### config.mk
export PLATFORM = sky130hd
export DESIGN_NAME = postfix_truth_table_evaluator_unit
export DESIGN_NICKNAME = d
export VERILOG_FILES = /design/src/design/pte_pkg.sv /design/src/design/pte_stack.sv /design/src/design/postfix_truth_table_evaluator_unit.sv
export SDC_FILE = /design/constraint.sdc
export NUM_CORES = 1
export LEC_CHECK = 0
export BUFFER_PORTS_ARGS = -buffer_cell sky130_fd_sc_hd__buf_2
export CAP_MARGIN = 20
export CORE_UTILIZATION = 45
export DETAILED_ROUTE_END_ITERATION = 10
export MAX_ROUTING_LAYER = met4
export PLACE_DENSITY_LB_ADDON = 0.08
export SLEW_MARGIN = 20
export SYNTH_ARGS = -nofsm -noshare
export SYNTH_HDL_FRONTEND = slang
export SYNTH_HIERARCHICAL = 1
export SYNTH_SLANG_ARGS = --single-unit
### constraint.sdc
create_clock -name clk -period 4.4 [get_ports clk]
set_input_delay 0.44 -clock clk [delete_from_list [all_inputs] [get_ports clk]]
set_output_delay 0.44 -clock clk [all_outputs]
set_load 0.02 [all_outputs]
### src/design/pte_pkg.sv
// Shared types, constants and helper functions for the postfix truth table evaluator.
package pte_pkg;

    localparam int MAX_VARS_DEF    = 5;
    localparam int STACK_DEPTH_DEF = 16;

    localparam int VEC_W   = 32;
    localparam int TOK_W   = 8;
    localparam int NV_W    = 3;
    localparam int VCNT_W  = 3;
    localparam int ERR_W   = 3;
    localparam int IN_TDATA_W  = 8;
    localparam int OUT_TDATA_W = 40;
    localparam int OUT_VEC_LSB  = 0;
    localparam int OUT_VCNT_LSB = VEC_W;
    localparam int OUT_ERR_LSB  = VEC_W + VCNT_W;
    localparam int OUT_PAD_W    = OUT_TDATA_W - VEC_W - VCNT_W - ERR_W;

    localparam logic [TOK_W-1:0] TOK_NOT  = 8'h7E;
    localparam logic [TOK_W-1:0] TOK_AND  = 8'h5E;
    localparam logic [TOK_W-1:0] TOK_OR_L = 8'h76;
    localparam logic [TOK_W-1:0] TOK_OR_U = 8'h56;
    localparam logic [TOK_W-1:0] TOK_LPAR = 8'h28;
    localparam logic [TOK_W-1:0] TOK_RPAR = 8'h29;

    localparam logic [ERR_W-1:0] ERR_NONE  = 3'd0;
    localparam logic [ERR_W-1:0] ERR_UNDER = 3'd1;
    localparam logic [ERR_W-1:0] ERR_OVER  = 3'd2;
    localparam logic [ERR_W-1:0] ERR_VARS  = 3'd3;
    localparam logic [ERR_W-1:0] ERR_LEFT  = 3'd4;

    typedef struct packed {
        logic push;
        logic pop;
        logic load;
        logic clear;
    } pte_stk_cmd_t;

    // Valid-row mask for an n-variable table (n in 1..5).
    function automatic logic [VEC_W-1:0] row_mask(input logic [NV_W-1:0] n);
        logic [VEC_W:0] m;
        m = (33'd1 << (6'd1 << n)) - 33'd1;
        if (n >= 3'd5)
        begin
            return '1;
        end
        return m[VEC_W-1:0];
    endfunction

    // Column truth vector: row j is 1 when bit (n-1-col) of j is 0.
    function automatic logic [VEC_W-1:0] col_vec(input logic [NV_W-1:0] col,
                                                  input logic [NV_W-1:0] n);
        logic [VEC_W-1:0] v;
        logic [NV_W-1:0]  sh;
        logic [4:0]       jb;
        v  = '0;
        sh = n - 3'd1 - col;
        for (int j = 0; j < VEC_W; j++)
        begin
            jb = 5'(j);
            v[j] = ~jb[sh];
        end
        return v & row_mask(n);
    endfunction

endpackage

### src/design/pte_stack.sv
// Operand stack: top two entries in registers, the rest in a memory with a prefetched read.
module pte_stack #(
    parameter int STACK_DEPTH = pte_pkg::STACK_DEPTH_DEF
) (
    input  logic                      clk,
    input  logic                      rst_n,
    input  pte_pkg::pte_stk_cmd_t     cmd,
    input  logic [pte_pkg::VEC_W-1:0] wdata,
    output logic [pte_pkg::VEC_W-1:0] top,
    output logic [pte_pkg::VEC_W-1:0] second,
    output logic [$clog2(STACK_DEPTH+1)-1:0] count
);
    import pte_pkg::*;

    localparam int CNT_W = $clog2(STACK_DEPTH + 1);
    localparam int AW    = (STACK_DEPTH > 1) ? $clog2(STACK_DEPTH) : 1;

    logic [CNT_W-1:0] cnt_reg;
    logic [CNT_W-1:0] cnt_next;
    logic [VEC_W-1:0] top_reg;
    logic [VEC_W-1:0] second_reg;
    logic [VEC_W-1:0] rd_reg;
    logic [VEC_W-1:0] mem [STACK_DEPTH];

    logic [CNT_W-1:0] wr_idx;
    logic [CNT_W-1:0] rd_idx;
    logic [AW-1:0]    wr_addr;
    logic [AW-1:0]    rd_addr;
    logic             wr_en;

    always_comb
    begin
        priority if (cmd.clear)
        begin
            cnt_next = '0;
        end
        else if (cmd.push)
        begin
            cnt_next = cnt_reg + CNT_W'(1);
        end
        else if (cmd.pop)
        begin
            cnt_next = cnt_reg - CNT_W'(1);
        end
        else
        begin
            cnt_next = cnt_reg;
        end
    end

    // third entry from the top of the next state is prefetched every cycle
    assign wr_idx  = cnt_reg - CNT_W'(2);
    assign rd_idx  = cnt_next - CNT_W'(3);
    assign wr_addr = wr_idx[AW-1:0];
    assign rd_addr = rd_idx[AW-1:0];
    assign wr_en   = cmd.push && !cmd.clear && (cnt_reg >= CNT_W'(2));

    always_ff @(posedge clk or negedge rst_n)
    begin
        if (!rst_n)
        begin
            cnt_reg <= '0;
        end
        else
        begin
            cnt_reg <= cnt_next;
        end
    end

    always_ff @(posedge clk)
    begin
        if (wr_en)
        begin
            mem[wr_addr] <= second_reg;
        end
        if (wr_en && (wr_addr == rd_addr))
        begin
            rd_reg <= second_reg;
        end
        else
        begin
            rd_reg <= mem[rd_addr];
        end
    end

    always_ff @(posedge clk)
    begin
        if (!cmd.clear)
        begin
            if (cmd.push)
            begin
                second_reg <= top_reg;
                top_reg    <= wdata;
            end
            else if (cmd.pop)
            begin
                second_reg <= rd_reg;
                top_reg    <= wdata;
            end
            else if (cmd.load)
            begin
                top_reg <= wdata;
            end
        end
    end

    assign top    = top_reg;
    assign second = second_reg;
    assign count  = cnt_reg;

endmodule

### src/design/postfix_truth_table_evaluator_unit.sv
// Top level: postfix token stream in, truth vector per expression out.
// A result beat is registered: the final token passes the token register, then the result register.
// Throughput: one token beat per cycle, unless a final token is held (below); the stack,
// symbol table and error registers update as each token fires, so each token is resolved before the next.
// A final token waits in the token register only while the result register is full.
// Reset (rst_n, async, active low) empties stack, symbol table and error; num_vars = 1.
module postfix_truth_table_evaluator_unit #(
    parameter int MAX_VARS    = pte_pkg::MAX_VARS_DEF,
    parameter int STACK_DEPTH = pte_pkg::STACK_DEPTH_DEF
) (
    input  logic                            clk,
    input  logic                            rst_n,
    input  logic                            cfg_we,
    input  logic [pte_pkg::NV_W-1:0]        cfg_wdata,    // num_vars
    input  logic                            s_tvalid,
    output logic                            s_tready,
    input  logic [pte_pkg::IN_TDATA_W-1:0]  s_tdata,      // [7:0] token
    input  logic                            s_tlast,
    output logic                            m_tvalid,
    input  logic                            m_tready,
    output logic [pte_pkg::OUT_TDATA_W-1:0] m_tdata       // [31:0] truth_vector,
                                                          // [34:32] var_count,
                                                          // [37:35] error_code
);
    import pte_pkg::*;

    localparam int VAR_CAP = (MAX_VARS < 5) ? MAX_VARS : 5;
    localparam int SCNT_W  = $clog2(MAX_VARS + 1);
    localparam int SIDX_W  = (MAX_VARS > 1) ? $clog2(MAX_VARS) : 1;
    localparam int CNT_W   = $clog2(STACK_DEPTH + 1);

    logic [NV_W-1:0]        num_vars_reg;
    logic                   in_valid_reg;
    logic [TOK_W-1:0]       token_reg;
    logic                   last_reg;
    logic [TOK_W-1:0]       sym_reg [MAX_VARS];
    logic [SCNT_W-1:0]      sym_cnt_reg;
    logic [SCNT_W-1:0]      sym_cnt_next;
    logic [ERR_W-1:0]       err_reg;
    logic [ERR_W-1:0]       err_next;
    logic                   out_valid_reg;
    logic [OUT_TDATA_W-1:0] out_data_reg;

    logic [VEC_W-1:0] stk_top;
    logic [VEC_W-1:0] stk_second;
    logic [CNT_W-1:0] stk_cnt;
    pte_stk_cmd_t     cmd_raw;
    pte_stk_cmd_t     cmd;
    logic [VEC_W-1:0] stk_wdata;

    logic             out_free;
    logic             fire;
    logic [NV_W-1:0]  n_eff;
    logic             is_not;
    logic             is_bin;
    logic             is_var;
    logic             hit;
    logic [NV_W-1:0]  hit_idx;
    logic [NV_W-1:0]  col;
    logic             table_full;
    logic             sym_add;
    logic             var_bad;
    logic [VEC_W-1:0] push_val;
    logic [CNT_W-1:0] cnt_after;
    logic [VEC_W-1:0] top_after;
    logic [ERR_W-1:0] res_err;
    logic [VEC_W-1:0] res_vec;

    pte_stack #(
        .STACK_DEPTH(STACK_DEPTH)
    ) u_stack (
        .clk    (clk),
        .rst_n  (rst_n),
        .cmd    (cmd),
        .wdata  (stk_wdata),
        .top    (stk_top),
        .second (stk_second),
        .count  (stk_cnt)
    );

    assign out_free = !out_valid_reg || m_tready;
    assign fire     = in_valid_reg && (!last_reg || out_free);
    assign s_tready = !in_valid_reg || fire;

    always_comb
    begin
        if (num_vars_reg == '0)
        begin
            n_eff = NV_W'(1);
        end
        else if (num_vars_reg > NV_W'(VAR_CAP))
        begin
            n_eff = NV_W'(VAR_CAP);
        end
        else
        begin
            n_eff = num_vars_reg;
        end
    end

    assign is_not = (token_reg == TOK_NOT);
    assign is_bin = (token_reg == TOK_AND) || (token_reg == TOK_OR_L) || (token_reg == TOK_OR_U);
    assign is_var = !is_not && !is_bin && (token_reg != TOK_LPAR) && (token_reg != TOK_RPAR);

    // symbol lookup across the live table entries
    always_comb
    begin
        hit     = 1'b0;
        hit_idx = '0;
        for (int i = 0; i < MAX_VARS; i++)
        begin
            if (!hit && (SCNT_W'(i) < sym_cnt_reg) && (sym_reg[i] == token_reg))
            begin
                hit     = 1'b1;
                hit_idx = NV_W'(i);
            end
        end
    end

    assign col        = hit ? hit_idx : NV_W'(sym_cnt_reg);
    assign table_full = (NV_W'(sym_cnt_reg) >= n_eff) || (sym_cnt_reg >= SCNT_W'(MAX_VARS));
    assign sym_add    = is_var && !hit && !table_full;
    assign var_bad    = hit ? (col >= n_eff) : table_full;
    assign push_val   = var_bad ? '0 : col_vec(col, n_eff);

    always_comb
    begin
        cmd_raw   = '0;
        stk_wdata = stk_top;
        cnt_after = stk_cnt;
        top_after = stk_top;
        err_next  = err_reg;
        if (is_not)
        begin
            if (stk_cnt == '0)
            begin
                if (err_next == ERR_NONE) err_next = ERR_UNDER;
            end
            else
            begin
                cmd_raw.load = 1'b1;
                stk_wdata    = ~stk_top;
                top_after    = ~stk_top;
            end
        end
        else if (is_bin)
        begin
            if (stk_cnt < CNT_W'(2))
            begin
                if (err_next == ERR_NONE) err_next = ERR_UNDER;
            end
            else
            begin
                cmd_raw.pop = 1'b1;
                stk_wdata   = (token_reg == TOK_AND) ? (stk_top & stk_second)
                                                     : (stk_top | stk_second);
                top_after   = stk_wdata;
                cnt_after   = stk_cnt - CNT_W'(1);
            end
        end
        else if (is_var)
        begin
            if (var_bad && (err_next == ERR_NONE)) err_next = ERR_VARS;
            if (stk_cnt >= CNT_W'(STACK_DEPTH))
            begin
                if (err_next == ERR_NONE) err_next = ERR_OVER;
            end
            else
            begin
                cmd_raw.push = 1'b1;
                stk_wdata    = push_val;
                top_after    = push_val;
                cnt_after    = stk_cnt + CNT_W'(1);
            end
        end

        res_err = err_next;
        if ((cnt_after > CNT_W'(1)) && (res_err == ERR_NONE)) res_err = ERR_LEFT;
        res_vec = ((cnt_after != '0) ? top_after : '0) & row_mask(n_eff);

        if (last_reg)
        begin
            cmd_raw       = '0;
            cmd_raw.clear = 1'b1;
        end
    end

    assign cmd          = fire ? cmd_raw : '0;
    assign sym_cnt_next = sym_cnt_reg + SCNT_W'(sym_add);

    always_ff @(posedge clk or negedge rst_n)
    begin
        if (!rst_n)
        begin
            num_vars_reg  <= NV_W'(1);
            in_valid_reg  <= 1'b0;
            sym_cnt_reg   <= '0;
            err_reg       <= ERR_NONE;
            out_valid_reg <= 1'b0;
        end
        else
        begin
            if (cfg_we)
            begin
                num_vars_reg <= cfg_wdata;
            end
            if (s_tready)
            begin
                in_valid_reg <= s_tvalid;
            end
            if (fire)
            begin
                if (last_reg)
                begin
                    sym_cnt_reg <= '0;
                    err_reg     <= ERR_NONE;
                end
                else
                begin
                    sym_cnt_reg <= sym_cnt_next;
                    err_reg     <= err_next;
                end
            end
            if (out_free)
            begin
                out_valid_reg <= fire && last_reg;
            end
        end
    end

    always_ff @(posedge clk)
    begin
        if (s_tvalid && s_tready)
        begin
            token_reg <= s_tdata[TOK_W-1:0];
            last_reg  <= s_tlast;
        end
        if (fire && sym_add && !last_reg)
        begin
            sym_reg[sym_cnt_reg[SIDX_W-1:0]] <= token_reg;
        end
        if (fire && last_reg)
        begin
            out_data_reg <= {{OUT_PAD_W{1'b0}}, res_err, VCNT_W'(sym_cnt_next), res_vec};
        end
    end

    assign m_tvalid = out_valid_reg;
    assign m_tdata  = out_data_reg;

endmodule

== Yosys cells after proc, flatten, opt, wreduce, memory -nomap -nowiden ==
Memory sizes are Yosys's and may differ from the RTL's. A register that Yosys moved wholly into a read port is not among the register bits.
Index checks and enable logic that the tools add are counted.

* Muxes and demuxes: 98
* Add/subtract/negate cells: 8
* Shifts and indexed selects: 2
* Reduce and logical (&&, ||, !) cells: 51
* Magnitude comparators: 15
* Bitwise logic cells: 38
* Eq/ne operators: 11

{| class="wikitable"
|+ Operators with widths
! kind !! count
|-
| $mux W32 || 16
|-
| $and A32 B32 Y32 || 3
|-
| $mux W3 || 20
|-
| $mux W1 || 51
|-
| $eq A8 B8 Y1 || 5
|-
| $mux W5 || 8
|-
| $not A1 Y1 || 33
|-
| $eq A8 B7 Y1 const B || 4
|-
| $not A32 Y32 || 1
|-
| $or A32 B32 Y32 || 1
|-
| $shl A1 B6 Y32 const A || 1
|-
| $sub A32 B1 Y32 const B || 1
|-
| $logic_and A1 B1 Y1 || 23
|-
| $ne A8 B6 Y1 const B || 2
|-
| $logic_not A1 Y1 || 12
|-
| $logic_not A3 Y1 || 4
|-
| $mux W4 || 2
|-
| $sub A4 B2 Y4 const B || 2
|-
| $ge A3 B3 Y1 || 2
|-
| $ge A3 B3 Y1 const B || 2
|-
| $logic_or A1 B1 Y1 || 6
|-
| $lt A1 B3 Y1 const A || 2
|-
| $lt A2 B3 Y1 const A || 2
|-
| $shl A1 B3 Y6 const A || 1
|-
| other kinds (18) || 19
|}

* Memories: 34
* RAM bits: 552
* Output and inout bits: 42
* Bits of input ports: 17
* Memory bits (read-only): 256
* Register bits: 127

{| class="wikitable"
|+ Memories
! name !! depth !! width !! read ports !! clocked after Yosys merged registers in !! write ports !! line !! source
|-
| u_stack.mem || 16 || 32 || 1 || 1 || 1 || pte_stack.sv:23 || <nowiki>logic [VEC_W-1:0] mem [STACK_DEPTH];</nowiki>
|-
| sym_reg || 5 || 8 || 5 || 0 || 1 || postfix_truth_table_evaluator_unit.sv:36 || <nowiki>logic [TOK_W-1:0] sym_reg [MAX_VARS];</nowiki>
|-
| (no name shown) || 8 || 1 || 1 || 0 || 0 || pte_pkg.sv:61 || <nowiki>v[j] = ~jb[sh];</nowiki>
|-
| (no name shown) || 8 || 1 || 1 || 0 || 0 || pte_pkg.sv:61 ||
|-
| (no name shown) || 8 || 1 || 1 || 0 || 0 || pte_pkg.sv:61 ||
|-
| (no name shown) || 8 || 1 || 1 || 0 || 0 || pte_pkg.sv:61 ||
|-
| +28 memories || - || - || - || - || - || - ||
|}

== Longest topological paths before layout ==
An unclocked memory read counts as a cell.

* Word-level depth: 36
* Mapped depth: 15
* Gate-level depth less buffers: 14

== Cells and area by module ==
Netlist, hierarchy kept.

{| class="wikitable"
|+ Modules (own cells, without submodules)
! module !! instances !! area each (µm²) !! cells an instance
|-
| pte_stack || 1 || 22130.0 || 968
|-
| postfix_truth_table_evaluator_unit || 1 || 6786.5 || 722
|}

== Worst setup path after synthesis ==
Ideal clock, no wire load.

* Path kind: flip-flop to flip-flop
* Start point: register token_reg[6]
* End point: memory u_stack.mem[4][0], enable pin
* Required time: 3.979 ns
* Cell stages (with the launch flop): 12
* Period minus slack after synthesis: 4.607 ns
* Arrival time: 4.186 ns
* Path slack: -0.207 ns
* Cells stage by stage: edfxtp_1 buf_2 and4bb_2 and2_1 buf_2 or3_1 clkbuf_1 nor3_1 inv_2 a311oi_1 nand2_1 nor2_1

{| class="wikitable"
|+ RTL lines
! item !! line !! source
|-
| start: declaration || postfix_truth_table_evaluator_unit.sv:34 || <nowiki>logic [TOK_W-1:0] token_reg;</nowiki>
|-
| start signal: assignment || postfix_truth_table_evaluator_unit.sv:235 || <nowiki>token_reg <= s_tdata[TOK_W-1:0];</nowiki>
|-
| end: declaration || pte_stack.sv:23 ||
|}

== Final worst setup path ==
* Start point: register token_reg[1]
* End point: register out_data_reg[6], in the netlist m_tdata[6] (data pin)

* Cells in the longest elaborated chain, start to end: 32

{| class="wikitable"
|+ RTL lines
! item !! line !! source
|-
| $eq A8 B8 Y1 || postfix_truth_table_evaluator_unit.sv:112 || <nowiki>if (!hit && (SCNT_W'(i) < sym_cnt_reg) && (sym_reg[i] == token_reg))</nowiki>
|-
| $logic_and A1 B1 Y1 || postfix_truth_table_evaluator_unit.sv:112 ||
|-
| $mux W1 || postfix_truth_table_evaluator_unit.sv:112 ||
|-
| $logic_not A1 Y1 || postfix_truth_table_evaluator_unit.sv:112 ||
|-
| $logic_and A1 B1 Y1 (2 in series) || postfix_truth_table_evaluator_unit.sv:112 ||
|-
| $mux W1 || postfix_truth_table_evaluator_unit.sv:112 ||
|-
| $logic_not A1 Y1 || postfix_truth_table_evaluator_unit.sv:112 ||
|-
| $logic_and A1 B1 Y1 (2 in series) || postfix_truth_table_evaluator_unit.sv:112 ||
|-
| [... 15 more ...] || - ||
|-
| $mux W32 || postfix_truth_table_evaluator_unit.sv:124 || <nowiki>assign push_val = var_bad ? '0 : col_vec(col, n_eff);</nowiki>
|-
| $mux W32 || postfix_truth_table_evaluator_unit.sv:164 || <nowiki>if (stk_cnt >= CNT_W'(STACK_DEPTH))</nowiki>
|-
| $mux W32 || postfix_truth_table_evaluator_unit.sv:161 || <nowiki>else if (is_var)</nowiki>
|-
| $mux W32 || postfix_truth_table_evaluator_unit.sv:146 || <nowiki>else if (is_bin)</nowiki>
|-
| $mux W32 || postfix_truth_table_evaluator_unit.sv:133 || <nowiki>if (is_not)</nowiki>
|-
| $mux W32 * || postfix_truth_table_evaluator_unit.sv:179 || <nowiki>res_vec = ((cnt_after != '0) ? top_after : '0) & row_mask(n_eff);</nowiki>
|-
| $and A32 B32 Y32 * || postfix_truth_table_evaluator_unit.sv:179 ||
|-
| via res_vec[6] || postfix_truth_table_evaluator_unit.sv:67 || <nowiki>logic [VEC_W-1:0] res_vec;</nowiki>
|-
| end signal: assignment || postfix_truth_table_evaluator_unit.sv:244 || <nowiki>out_data_reg <= {{OUT_PAD_W{1'b0}}, res_err, VCNT_W'(sym_cnt_next), res_vec};</nowiki>
|-
| end: declaration || postfix_truth_table_evaluator_unit.sv:42 || <nowiki>logic [OUT_TDATA_W-1:0] out_data_reg;</nowiki>
|}

The timed path passes the listed nets; every way through them passes the cells marked *. The select of a mux whose other input is x is not followed.
A chain may end at the register's enable or synchronous reset.

==> impl_metrics.sql <==
INSERT INTO impl_metrics (metric_group, metric, value, unit) VALUES
('yosys', 'synth.yosys.seq_area_share', '70.5', '%'),
('timing', 'hold_fails_final_rpt', '0', ''),
('route', 'wirelength', '77000', 'um'),
('placement', 'portBuffers', '56', ''),
('global_routing', 'grt_antenna_before_repair', '6', ''),
('die', 'chipHeight', '255', 'um'),
('route', 'routed_via_density', '6.11', ''),
('yosys', 'synthesis.area_per_instance', '17.1', 'sq um'),
('finish', 'postLayoutCoreUtil', '52.2', '%'),
('clock_network', 'cts.path.max_buffers', '3', ''),
('outcome', 'run_status', 'finished, final reports clean', ''),
('route', 'wire_per_inst', '28.4', 'um'),
('clock_network', 'cts_tree', 'done', ''),
('placement', 'routabilityCongestion', '0.875', ''),
('setup_path', 'worst-path-max-fanout', '12', ''),
('power', 'comb_power_share', '23.7', '%'),
('die', 'die_width', '255', 'um'),
('power', 'power_switching_share', '30.0', '%'),
('clock_network', 'clock_tree.root_cell', 'sky130_fd_sc_hd__clkbuf_16', ''),
('global_routing', 'use_met3', '3.53', '%'),
('clock_network', 'tritoncts_sink_count', '683', ''),
('finish', 'antenna_cells_inserted', '0', ''),
('setup_path', 'timing.critical_path.from_type', 'register', ''),
('timing', 'finalSetupViolCount', '0', ''),
('power', 'clk_network_pwr_share', '32.1', '%'),
('die', 'core_region_area', '63300', 'sq um'),
('global_routing', 'met2_track_usage_gr', '36.1', '%'),
('global_routing', 'first_global_vias', '16495', ''),
('yosys', 'synthArstFlopShare', '2.34', '%'),
('yosys', 'synth.most_common_cell', 'sky130_fd_sc_hd__edfxtp_1', ''),
('global_routing', 'grt_first_pass_wirelength', '113000', 'um'),
('setup_path', 'worst_setup_path_end_kind', 'register', ''),
('route', 'vias', '16534', ''),
('global_routing', 'grt_use_met1', '35.4', '%'),
('timing', 'maxClockFrequency', '0.247', 'GHz'),
('timing', 'fin_setup_tns', '0', 'ns'),
('route', 'route.antenna.remaining_nets', '0', ''),
('finish', 'largest_register_ff_count', '512', ''),
('placement', 'post-dp-hpwl', '44300', 'um'),
('clock_network', 'clk_transition_reported_paths', '0.06', 'ns'),
('yosys', 'netlist_instances', '1690', ''),
('yosys', 'synth.largest_area_cell', 'sky130_fd_sc_hd__edfxtp_1', ''),
('timing', 'slew_headroom', '34.8', '%'),
('global_routing', 'overflow', '0', ''),
('yosys', 'synthesis.yosys.warnings', '6', ''),
('power', 'vdd.ir_drop.worst', '366', 'uV'),
('timing', 'fin_hold_ws', '0.0399', 'ns'),
('power', 'power_leakage', '11.1', 'nW'),
('timing', 'drv_slew', '0', ''),
('yosys', 'yosys_top_cell_area_share', '68.9', '%'),
('timing', 'post-route-period-util', '92.0', '%'),
('clock_network', 'post-cts-setup-buffers', '0', ''),
('finish', 'final_nets', '1845', ''),
('yosys', 'synth_enable_flop_cells', '663', ''),
('route', 'drc_errors', '0', ''),
('route', 'dr.first_iter.drc_count', '1658', ''),
('yosys', 'synth_cell_type_count', '79', ''),
('flow_run', 'drv_cap', '0', ''),
('finish', 'synthToLayoutAreaGrowth', '14.4', '%'),
('yosys', 'postSynthRegisterBits', '683', ''),
('timing', 'layout_min_cycle_time', '4.05', 'ns'),
('yosys', 'ys_dominant_reg_cell', 'sky130_fd_sc_hd__edfxtp_1', ''),
('route', 'drtPass1Iterations', '6', ''),
('hold_path', 'hold_path.class', 'in -> reg', ''),
('setup_path', 'critPathKind', 'reg -> reg', ''),
('setup_path', 'timing.critical_path.required', '4.83', 'ns'),
('global_routing', 'globalRouteTotalUtil', '24.5', '%'),
('die', 'io_pins', '59', ''),
('power', 'power_frac_seq', '44.2', '%'),
('yosys', 'netlist_area_before_placement', '28900', 'sq um'),
('die', 'die-area', '65300', 'sq um');
-- logic make-up (layout without fill, tap and decap cells) --
group / after synthesis / in the layout / share of synthesized area [%]
mux: 163 / 163 / 11.2
flops: 683 / 683 / 70.5
compound gates: 359 / 359 / 8.42
fa+ha+maj: 28 / 28 / 1.24
buf+inv: 136 / 305 / 2.29
simple gates: 246 / 246 / 4.11
other cells: 2 / 3 / 0.0260
xor+xnor: 73 / 73 / 2.21
-- worst paths after layout --
check / from / endpoint / cells after the start / slack, ns
worst min register to register: err_reg[0]$_DFFE_PN0P_ / err_reg[0]$_DFFE_PN0P_ / 1 / 0.58
max in group asynchronous: rst_n / num_vars_reg[0]$_DFFE_PN1P_ / 2 / 3.82
min in group asynchronous: rst_n / in_valid_reg$_DFFE_PN0N_ / 2 / 0.27
worst min-delay path: cfg_wdata[2] / num_vars_reg[2]$_DFFE_PN0P_ / 3 / 0.04
worst max-delay path: token_reg[1]$_DFFE_PP_ / m_tdata[6]$_DFFE_PP_ / 12 / 0.35
worst max register to register: token_reg[1]$_DFFE_PP_ / m_tdata[6]$_DFFE_PP_ / 12 / 0.35
-- cell usage in the layout, fill, tap and decap left out, types with 18 or more instances in the layout --
master,netlist,routed
sky130_fd_sc_hd__a21o_1,37,37
sky130_fd_sc_hd__a21oi_1,112,112
sky130_fd_sc_hd__a221oi_1,25,25
sky130_fd_sc_hd__buf_2,38,56
sky130_fd_sc_hd__buf_4,9,66
sky130_fd_sc_hd__clkbuf_1,55,18
sky130_fd_sc_hd__clkbuf_16,0,77
sky130_fd_sc_hd__edfxtp_1,663,663
sky130_fd_sc_hd__ha_1,27,27
sky130_fd_sc_hd__inv_1,23,22
sky130_fd_sc_hd__mux2i_1,32,32
sky130_fd_sc_hd__mux4_2,128,128
sky130_fd_sc_hd__nand2_1,70,70
sky130_fd_sc_hd__nor2_1,88,69
sky130_fd_sc_hd__nor2_4,0,18
sky130_fd_sc_hd__o2111ai_1,20,20
sky130_fd_sc_hd__o21ai_0,55,55
sky130_fd_sc_hd__o221ai_1,35,35
sky130_fd_sc_hd__xnor2_1,44,44
sky130_fd_sc_hd__xor2_1,29,29
-- final cells by class --
type                    instances  area [sq um]
flip-flops and latches        683         20400
clock inverters                41           360
clock buffers                  95          1990
inverters                      25          93.8
fillers                      5180         30200
repair buffers                144          1110
multi-input cells             872          8040
well taps                     846          1060
-- power by group through the flow --
stage | sequential [W] | combinational [W] | clock [W]
3_3_place_gp | 0.00843 | 0.00439 | 0
4_1_cts | 0.00832 | 0.00443 | 0.00616
3_5_place_dp | 0.00845 | 0.00441 | 0
2_1_floorplan | 0.00816 | 0.00317 | 0
6_report | 0.00831 | 0.00445 | 0.00603
5_1_grt | 0.00837 | 0.00478 | 0.00639
-- critical path: stages (launching register included) --
cell and delay, ns:
sky130_fd_sc_hd__edfxtp_1 0.60, sky130_fd_sc_hd__xor2_1 0.22, sky130_fd_sc_hd__or4_4 0.57, sky130_fd_sc_hd__nor4_4 0.24
sky130_fd_sc_hd__nor2_1 0.09, sky130_fd_sc_hd__a21oi_1 0.24, sky130_fd_sc_hd__inv_1 0.09, sky130_fd_sc_hd__fa_1 0.71
sky130_fd_sc_hd__ha_1 0.35, sky130_fd_sc_hd__a21oi_1 0.21, sky130_fd_sc_hd__o211a_1 0.17, sky130_fd_sc_hd__o211ai_1 0.10
sky130_fd_sc_hd__a21oi_1 0.26
-- per-stage QoR --
stage / instance area [sq um] / cells / setup WS [ns] / power (W)
5_1_grt: 33100 / 2706 / 0.0536 / 0.0195
3_5_place_dp: 30600 / 2558 / 0.386 / 0.0129
3_3_place_gp: 30600 / 2558 / 0.432 / 0.0128
2_1_floorplan: 28900 / 1691 / -0.207 / 0.0113
4_1_cts: 33000 / 2705 / 0.339 / 0.0189
6_report: 33100 / 2706 / 0.353 / 0.0188
-- layer usage --
layer / vias up / wire length (um)
met5: - / 0
met1: 8658 / 34300
met3: 122 / 5260
met2: 697 / 35300
met4: 0 / 2180
li1: 7057 / -
-- timing repair --
item / 4_1_cts / 5_1_grt
hold buffers: 11 / 0
setup endpoints to repair: 0 / 0
resized for setup: 0 / 0
hold endpoints to repair: 25 / 0
No activity file was read; power rests on OpenSTA's default activity.
